===== config.mk =====
export PLATFORM = sky130hd
export DESIGN_NAME = text_console_char_writer
export DESIGN_NICKNAME = d
export VERILOG_FILES = /design/src/sv/tcw_pkg.sv /design/src/sv/tcw_datapath.sv /design/src/sv/tcw_controller.sv /design/src/sv/text_console_char_writer.sv
export VERILOG_INCLUDE_DIRS = /design/src /design/src/sv
export SDC_FILE = /design/constraint.sdc
export NUM_CORES = 1
export LEC_CHECK = 0
export BUFFER_PORTS_ARGS = -buffer_cell sky130_fd_sc_hd__buf_2
export CAP_MARGIN = 10
export CELL_PAD_IN_SITES_DETAIL_PLACEMENT = 0
export CELL_PAD_IN_SITES_GLOBAL_PLACEMENT = 1
export CORE_ASPECT_RATIO = 0.7
export CORE_UTILIZATION = 50
export CTS_BUF_LIST = sky130_fd_sc_hd__clkbuf_4 sky130_fd_sc_hd__clkbuf_8
export DETAILED_ROUTE_END_ITERATION = 7
export PLACE_DENSITY = 0.9
export SYNTH_ARGS = -nofsm -noshare
export SYNTH_HDL_FRONTEND = slang
export SYNTH_SLANG_ARGS = --single-unit

===== constraint.sdc =====
create_clock -name clk -period 8.04 [get_ports clk]
set_clock_uncertainty 0.2 [all_clocks]
set_input_delay 1.206 -clock clk [delete_from_list [all_inputs] [get_ports clk]]
set_output_delay 1.206 -clock clk [all_outputs]
set_load 0.1 [all_outputs]

===== src/sv/text_console_char_writer_assert.svh =====
// Assertion macros for the text console character writer.
`ifndef TEXT_CONSOLE_CHAR_WRITER_ASSERT_SVH
`define TEXT_CONSOLE_CHAR_WRITER_ASSERT_SVH
`ifndef NO_ASSERTIONS
`define TCW_ASSERT_IMP(label, ante, cons) \
    label: assert property (@(posedge clk) disable iff (!rst_n) (ante) |-> (cons)) \
        else $error("tcw check failed");
`define TCW_ASSERT_NXT(label, ante, cons) \
    label: assert property (@(posedge clk) disable iff (!rst_n) (ante) |=> (cons)) \
        else $error("tcw check failed");
`else
`define TCW_ASSERT_IMP(label, ante, cons)
`define TCW_ASSERT_NXT(label, ante, cons)
`endif
`endif


===== src/sv/tcw_pkg.sv =====
package tcw_pkg;

    localparam int COLUMNS_DEF  = 80;
    localparam int ROWS_DEF     = 25;
    localparam int TAB_STOP_DEF = 8;

    localparam int CHAR_W       = 8;
    localparam int ATTR_W       = 8;
    localparam int CELL_INDEX_W = 11;
    localparam int M_TDATA_W    = 32;
    localparam int M_TUSER_W    = 2;
    localparam int OUT_PAD_W    = M_TDATA_W - CELL_INDEX_W - CHAR_W - ATTR_W;

    localparam logic [ATTR_W-1:0] ATTR_RESET   = 8'h07;
    localparam logic [CHAR_W-1:0] CURSOR_GLYPH = 8'hF9;
    localparam logic [CHAR_W-1:0] SPACE_GLYPH  = 8'h20;
    localparam logic [CHAR_W-1:0] CHAR_BS      = 8'h08;
    localparam logic [CHAR_W-1:0] CHAR_TAB     = 8'h09;
    localparam logic [CHAR_W-1:0] CHAR_NEWLINE = 8'h0A;
    localparam logic [CHAR_W-1:0] CHAR_VT      = 8'h0B;
    localparam logic [CHAR_W-1:0] CTRL_LAST    = 8'h1F;
    localparam logic [CHAR_W-1:0] CHAR_DEL     = 8'h7F;

    typedef enum logic [1:0] {
        GLYPH_CHAR,
        GLYPH_SPACE,
        GLYPH_CURSOR
    } glyph_sel_t;

    typedef struct packed {
        logic       load_char;
        logic       emit;
        glyph_sel_t glyph_sel;
        logic       with_attr;
        logic       last;
        logic       step;
        logic       new_line;
    } tcw_cmd_t;

    typedef struct packed {
        logic in_ignore;
        logic is_newline;
        logic is_tab;
        logic tab_fits;
        logic tab_last;
        logic out_free;
    } tcw_stat_t;

    function automatic logic is_ignored(input logic [CHAR_W-1:0] c);
        return (c <= CHAR_BS) || ((c >= CHAR_VT) && (c <= CTRL_LAST)) || (c == CHAR_DEL);
    endfunction

endpackage


===== src/sv/tcw_datapath.sv =====
module tcw_datapath
    import tcw_pkg::*;
#(
    parameter int COLUMNS  = COLUMNS_DEF,
    parameter int ROWS     = ROWS_DEF,
    parameter int TAB_STOP = TAB_STOP_DEF
)
(
    input  logic                 clk,
    input  logic                 rst_n,
    input  logic                 cfg_valid,
    input  logic [ATTR_W-1:0]    cfg_data,
    input  logic [CHAR_W-1:0]    s_tdata,
    input  logic                 m_tready,
    output logic                 m_tvalid,
    output logic [M_TDATA_W-1:0] m_tdata,
    output logic                 m_tlast,
    output logic [M_TUSER_W-1:0] m_tuser,
    input  tcw_cmd_t             cmd,
    output tcw_stat_t            stat
);

    localparam int COL_W = $clog2(COLUMNS);
    localparam int ROW_W = $clog2(ROWS + 1);
    localparam int PH_W  = (TAB_STOP > 1) ? $clog2(TAB_STOP) : 1;
    localparam int SUM_W = $clog2(COLUMNS + TAB_STOP + 1);
    localparam int LIN_W = (ROW_W + 8 > CELL_INDEX_W) ? ROW_W + 8 : CELL_INDEX_W;

    logic [ATTR_W-1:0]       attr_reg;
    logic [CHAR_W-1:0]       char_reg;
    logic [COL_W-1:0]        col_reg, col_next;
    logic [ROW_W-1:0]        row_reg, row_next, row_adv;
    logic [PH_W-1:0]         phase_reg, phase_next;
    logic                    out_valid_reg, out_valid_next;
    logic [CELL_INDEX_W-1:0] cell_reg, cell_next;
    logic [CHAR_W-1:0]       glyph_reg, glyph_next;
    logic [ATTR_W-1:0]       attr_value_reg, attr_value_next;
    logic                    attr_write_reg, attr_write_next;
    logic                    off_screen_reg, off_screen_next;
    logic                    last_reg;

    logic                    off;
    logic [CHAR_W-1:0]       glyph_sel_val;
    logic [LIN_W-1:0]        lin;
    logic [SUM_W-1:0]        tab_end;

    assign off     = (row_reg == ROW_W'(ROWS));
    assign lin     = LIN_W'(row_reg) * LIN_W'(COLUMNS) + LIN_W'(col_reg);
    assign tab_end = SUM_W'(col_reg) + SUM_W'(TAB_STOP) - SUM_W'(phase_reg);
    assign row_adv = off ? row_reg : row_reg + ROW_W'(1);

    assign stat.in_ignore  = is_ignored(s_tdata);
    assign stat.is_newline = (char_reg == CHAR_NEWLINE);
    assign stat.is_tab     = (char_reg == CHAR_TAB);
    assign stat.tab_fits   = (tab_end <= SUM_W'(COLUMNS));
    assign stat.tab_last   = (phase_reg == PH_W'(TAB_STOP - 1));
    assign stat.out_free   = !out_valid_reg || m_tready;

    always_comb
    begin
        unique case (cmd.glyph_sel)
            GLYPH_SPACE:  glyph_sel_val = SPACE_GLYPH;
            GLYPH_CURSOR: glyph_sel_val = CURSOR_GLYPH;
            default:      glyph_sel_val = char_reg;
        endcase
        if (off)
        begin
            cell_next       = '0;
            glyph_next      = '0;
            attr_value_next = '0;
            attr_write_next = 1'b0;
            off_screen_next = 1'b1;
        end
        else
        begin
            cell_next       = lin[CELL_INDEX_W-1:0];
            glyph_next      = glyph_sel_val;
            attr_value_next = cmd.with_attr ? attr_reg : '0;
            attr_write_next = cmd.with_attr;
            off_screen_next = 1'b0;
        end
    end

    always_comb
    begin
        col_next   = col_reg;
        row_next   = row_reg;
        phase_next = phase_reg;
        priority if (cmd.new_line)
        begin
            col_next   = '0;
            phase_next = '0;
            row_next   = row_adv;
        end
        else if (cmd.step)
        begin
            if (col_reg == COL_W'(COLUMNS - 1))
            begin
                col_next   = '0;
                phase_next = '0;
                row_next   = row_adv;
            end
            else
            begin
                col_next   = col_reg + COL_W'(1);
                phase_next = stat.tab_last ? '0 : phase_reg + PH_W'(1);
            end
        end
    end

    always_comb
    begin
        priority if (cmd.emit)
            out_valid_next = 1'b1;
        else if (m_tready)
            out_valid_next = 1'b0;
        else
            out_valid_next = out_valid_reg;
    end

    always_ff @(posedge clk or negedge rst_n)
    begin
        if (!rst_n)
        begin
            attr_reg      <= ATTR_RESET;
            col_reg       <= '0;
            row_reg       <= '0;
            phase_reg     <= '0;
            out_valid_reg <= 1'b0;
        end
        else
        begin
            if (cfg_valid)
                attr_reg <= cfg_data;
            col_reg       <= col_next;
            row_reg       <= row_next;
            phase_reg     <= phase_next;
            out_valid_reg <= out_valid_next;
        end
    end

    always_ff @(posedge clk)
    begin
        if (cmd.load_char)
            char_reg <= s_tdata;
        if (cmd.emit)
        begin
            cell_reg       <= cell_next;
            glyph_reg      <= glyph_next;
            attr_value_reg <= attr_value_next;
            attr_write_reg <= attr_write_next;
            off_screen_reg <= off_screen_next;
            last_reg       <= cmd.last;
        end
    end

    assign m_tvalid = out_valid_reg;
    assign m_tdata  = {{OUT_PAD_W{1'b0}}, attr_value_reg, glyph_reg, cell_reg};
    assign m_tuser  = {off_screen_reg, attr_write_reg};
    assign m_tlast  = last_reg;

endmodule


===== src/sv/tcw_controller.sv =====
module tcw_controller
    import tcw_pkg::*;
(
    input  logic      clk,
    input  logic      rst_n,
    input  logic      s_tvalid,
    output logic      s_tready,
    input  tcw_stat_t stat,
    output tcw_cmd_t  cmd
);

    typedef enum logic [1:0] {
        ST_IDLE,
        ST_FIRST,
        ST_TAB,
        ST_CURSOR
    } state_t;

    state_t state_reg, state_next;
    logic   accept;

    assign s_tready = (state_reg == ST_IDLE) || ((state_reg == ST_CURSOR) && stat.out_free);
    assign accept   = s_tvalid && s_tready;

    always_comb
    begin
        cmd            = '0;
        cmd.glyph_sel  = GLYPH_CHAR;
        cmd.load_char  = accept && !stat.in_ignore;
        state_next     = state_reg;
        unique case (state_reg)
            ST_IDLE:
            begin
                if (accept && !stat.in_ignore)
                    state_next = ST_FIRST;
            end
            ST_FIRST:
            begin
                if (stat.out_free)
                begin
                    cmd.emit = 1'b1;
                    priority if (stat.is_newline || (stat.is_tab && !stat.tab_fits))
                    begin
                        cmd.glyph_sel = GLYPH_SPACE;
                        cmd.new_line  = 1'b1;
                        state_next    = ST_CURSOR;
                    end
                    else if (stat.is_tab)
                    begin
                        cmd.glyph_sel = GLYPH_SPACE;
                        cmd.with_attr = 1'b1;
                        cmd.step      = 1'b1;
                        state_next    = stat.tab_last ? ST_CURSOR : ST_TAB;
                    end
                    else
                    begin
                        cmd.with_attr = 1'b1;
                        cmd.step      = 1'b1;
                        state_next    = ST_CURSOR;
                    end
                end
            end
            ST_TAB:
            begin
                if (stat.out_free)
                begin
                    cmd.emit      = 1'b1;
                    cmd.glyph_sel = GLYPH_SPACE;
                    cmd.with_attr = 1'b1;
                    cmd.step      = 1'b1;
                    state_next    = stat.tab_last ? ST_CURSOR : ST_TAB;
                end
            end
            ST_CURSOR:
            begin
                if (stat.out_free)
                begin
                    cmd.emit      = 1'b1;
                    cmd.glyph_sel = GLYPH_CURSOR;
                    cmd.with_attr = 1'b1;
                    cmd.last      = 1'b1;
                    state_next    = (accept && !stat.in_ignore) ? ST_FIRST : ST_IDLE;
                end
            end
            default:
            begin
                state_next = ST_IDLE;
            end
        endcase
    end

    always_ff @(posedge clk or negedge rst_n)
    begin
        if (!rst_n)
            state_reg <= ST_IDLE;
        else
            state_reg <= state_next;
    end

endmodule


===== src/sv/text_console_char_writer.sv =====
// Teletype-style writer for a COLUMNS x ROWS text screen buffer.
// Input stream s_*: one character per transfer in s_tdata[7:0].
// Output stream m_*: one cell write per transfer; m_tlast marks the final
// write caused by a character. Configuration channel cfg_*: attribute byte,
// always ready; the user must write it only while the block is idle, and
// the block itself does not enforce this. A printable byte or newline makes
// two cell writes; a tab that fits makes N space writes (N up to TAB_STOP)
// and then the cursor write; an ignored control code makes none. The next
// character is taken in the cycle that issues the cursor write; the
// controller sequences one cell write per cycle, while the receiver takes
// them, through a single output register.
// First write: the transfer moves the controller to ST_FIRST, which loads m_*.
// Reset: cursor at column 0, row 0, attribute 0x07, output empty.
// Receiver stall: m_* holds its transfer; the write sequence waits until the
// output register is taken, and so does the input channel outside ST_IDLE.
`include "text_console_char_writer_assert.svh"

module text_console_char_writer
    import tcw_pkg::*;
#(
    parameter int COLUMNS  = COLUMNS_DEF,
    parameter int ROWS     = ROWS_DEF,
    parameter int TAB_STOP = TAB_STOP_DEF
)
(
    input  logic                 clk,
    input  logic                 rst_n,
    input  logic                 cfg_valid,
    output logic                 cfg_ready,
    input  logic [ATTR_W-1:0]    cfg_data,    // text_attr
    input  logic                 s_tvalid,
    output logic                 s_tready,
    input  logic [CHAR_W-1:0]    s_tdata,     // char_code
    output logic                 m_tvalid,
    input  logic                 m_tready,
    output logic [M_TDATA_W-1:0] m_tdata,     // cell_index, glyph, attr_value, zero pad
    output logic                 m_tlast,     // last_write
    output logic [M_TUSER_W-1:0] m_tuser      // attr_write, off_screen
);

    tcw_cmd_t  cmd;
    tcw_stat_t stat;

    assign cfg_ready = 1'b1;

    tcw_controller u_ctrl
    (
        .clk      (clk),
        .rst_n    (rst_n),
        .s_tvalid (s_tvalid),
        .s_tready (s_tready),
        .stat     (stat),
        .cmd      (cmd)
    );

    tcw_datapath
    #(
        .COLUMNS  (COLUMNS),
        .ROWS     (ROWS),
        .TAB_STOP (TAB_STOP)
    )
    u_dp
    (
        .clk       (clk),
        .rst_n     (rst_n),
        .cfg_valid (cfg_valid && cfg_ready),
        .cfg_data  (cfg_data),
        .s_tdata   (s_tdata),
        .m_tready  (m_tready),
        .m_tvalid  (m_tvalid),
        .m_tdata   (m_tdata),
        .m_tlast   (m_tlast),
        .m_tuser   (m_tuser),
        .cmd       (cmd),
        .stat      (stat)
    );

    `TCW_ASSERT_IMP(a_emit_free, cmd.emit, stat.out_free)
    `TCW_ASSERT_IMP(a_load_accept, cmd.load_char, s_tvalid && s_tready)
    `TCW_ASSERT_IMP(a_off_zero, m_tvalid && m_tuser[1], (m_tdata == '0) && !m_tuser[0])
    `TCW_ASSERT_NXT(a_last_shown, cmd.emit && cmd.last, m_tvalid && m_tlast)

endmodule

==> metrics <==
Cell Rows 24; DP HPWL around 4.4 mm; Crit path required time 6.63 ns; DRT iter0 DRCs 84; area of the multi-input gates between 1000 and 1500 µm²; clock slew at reported path FFs 0.07 ns; number of flip-flops in the largest register 11; Synth Area in XOR/XNOR 0.03870; remaining global-route overflow 0; Fillers between 500 and 600; Max Fclk 273.1 MHz; fin. max-slew vios 0; total CTS buffers 9; Synth Area in Adders 0.1246; first drt pass iteration count 4; IO Port Bufs 52; beginning of the worst hold path u_dp.attr_reg[5]; Slew headroom 0.3366; slowest CP cell buf_2; worst reg2reg path endpoint u_dp.attr_value_reg[0]; WP depth 5; final WL about 6 mm; share of layout cells above drive strength 1 0.2486; via count 2271; Mapped Cells approximately 290; synthesis-to-finish area growth 14.67%; FF+latch count, synth 64; Seq/Total Area, Yosys 0.5289; Wirelength per Cell 13.28 µm; first-pass GRT wire length 9.784 mm; DP Cell Count 425; hold crit path type reg2reg; Final nets between 300 and 400; setup bufs post-CTS 0; commonest non-fill, non-tap cells in the layout buf_2, edfxtp_1, ha_1; delay of the slowest critical-path stage between 0.4 and 0.5 ns; mux share of post-synthesis cell area 0.03723; Post-synth EDFFs 38; CP startpoint m_tready; Reg2Reg Depth 11; number of global-route vias before repair between 2000 and 2500; fin crit share 0.4555; CTS Hold Bufs 0; pre-CTS setup slack 4.389 ns; Syn Std Cell Area roughly 3400 µm²; critical-path cell list buf_2 > nand2b_1 > nand2_1 > nand2b_1 > buf_2; Chip Width 100.5 µm; Synth Warn # 0; H-tree depth 3; CTS tree yes; via/cell ratio 5.150; CTS resizes 0; fraction of registers with async set/reset 0.4063; CTS Buffer Depth 2; Critical Path AT 2.26 ns; Post-Syn Area per Cell approximately 12 µm²; compound-cell area share of the yosys netlist 0.09620; non-filler cells, final 441; Clk Latency, worst-skew pair about 0.34 ns; crit path to s_tready; ANT cells 0; area share of and/or/nand/nor cells after synthesis 0.1312; clock sink count 64; flop2flop setup slack 4.53 ns; final antenna-violating net count 0; antenna violations before repair 0; Remaining DRCs 0; Synth Flop Type edfxtp_1; Synth top area share 0.3362; Crit Path Category in2out; Slew @ Worst Pin 0.9892 ns; fin util 0.6086; Final Wtd Congestion 0.7939; largest net degree at the start of global routing 31; Yosys top cell by area edfxtp_1; Unique masters post-synth 47; die area 7128 µm²; top cells by area, synth edfxtp_1, dfrtp_1, ha_1; Total GRT Usage 0.1828; FF-to-FF Start u_dp.col_reg[1]; Max-cap violations 0; FF+latch area 1795 µm²; boundary pin count just under 60; Die H 70.94 µm; Core Box Area 6396 µm²; final setup fails 0; Worst setup SP type input pin; outcome finished, final reports clean; CP bufs+invs 2; CP top delay family simple AND/OR/NAND/NOR gates; CP max FO 8; fin crit period around 3.7 ns; Hold Violations, Final 0; worst setup margin 4.378 ns; largest family of logic cells by synthesized area simple AND/OR/NAND/NOR gates; final setup TNS 0 ns; crit end category output pin; Root Buffer clkbuf_8; initial core utilization 0.5307; commonest non-fill, non-tap cell in the layout buf_2; RSZ-0062 raised after global routing false
## worst register-to-register path: cells and delay by family (launching register included)
family | cells | cell delay, ns
fa+ha+maj | 3 | 0.96
buf+inv | 1 | 0.06
flops | 1 | 0.43
simple gates | 4 | 0.52
compound gates | 3 | 1.19
## stage by stage
| step | hold slack (ns) | instance area [µm²] |
|---|---|---|
| CTS | 0.3026 | 3892 |
| floorplan | 0.2721 | 3410 |
| global route | 0.3243 | 3892 |
| finish | 0.2992 | 3892 |
| global placement | 0.2801 | 3725 |
| detailed placement | 0.2868 | 3725 |
## synth_stat cells, types with 2 or more instances
| master | count |
|---|---|
| nand3b_1 | 4 |
| and3_1 | 5 |
| fa_1 | 3 |
| nand2_1 | 16 |
| buf_4 | 8 |
| a21o_1 | 2 |
| and2_1 | 12 |
| conb_1 | 2 |
| mux2_2 | 9 |
| a31oi_1 | 2 |
| nor2b_1 | 5 |
| a21oi_1 | 17 |
| clkbuf_1 | 2 |
| o2111ai_1 | 3 |
| xor2_1 | 7 |
| xnor2_1 | 8 |
| ha_1 | 29 |
| inv_1 | 18 |
| a22o_1 | 3 |
| nand4b_1 | 2 |
| a211oi_1 | 2 |
| nor3_1 | 5 |
| dfstp_2 | 3 |
| dfrtp_1 | 23 |
| nand2b_1 | 5 |
| nand3_1 | 2 |
| nor2_1 | 20 |
| or3_1 | 2 |
| edfxtp_1 | 38 |
| o21ai_0 | 13 |
| nand4_1 | 2 |
## per-layer routing
layer  share of wire  wire length, µm  GRT usage
met5               0                0          0
met4           0.011               67    0.06441
met3           0.046              271    0.06225
met2            0.44             2603     0.2740
met1            0.50             2912     0.2497
## area by class of cell
type / instances / share of cell area
timing repair buffer: 53 / 0.06879
multi-input combinational: 199 / 0.3803
sequential: 64 / 0.4613
tap: 91 / 0.02925
clock inverter: 6 / 0.009322
inverter: 18 / 0.01736
clock buffer: 10 / 0.03375
## worst min path at each step
stage | depth (start not counted) | slack, ns | to
2_1_floorplan | 1 | 0.27 | u_dp.attr_reg[3]
3_3_place_gp | 1 | 0.28 | u_dp.attr_reg[4]
3_5_place_dp | 1 | 0.29 | u_dp.attr_reg[5]
4_1_cts | 1 | 0.30 | u_dp.attr_reg[5]
6_report | 1 | 0.30 | u_dp.attr_reg[5]
5_1_grt | 1 | 0.32 | u_dp.attr_reg[3]
## kinds of logic (layout without fill, tap and decap cells)
| logic type | Yosys count | in the layout |
|---|---|---|
| buf+inv | 29 | 87 |
| xor+xnor | 15 | 15 |
| fa+ha+maj | 32 | 32 |
| other cells | 2 | 6 |
| mux | 11 | 11 |
| flops | 64 | 64 |
| compound gates | 51 | 51 |
| simple gates | 84 | 84 |
Power is left out: the tool's default activity adds up to more than one toggle a clock period on the data nets, which glitch-free logic cannot reach.
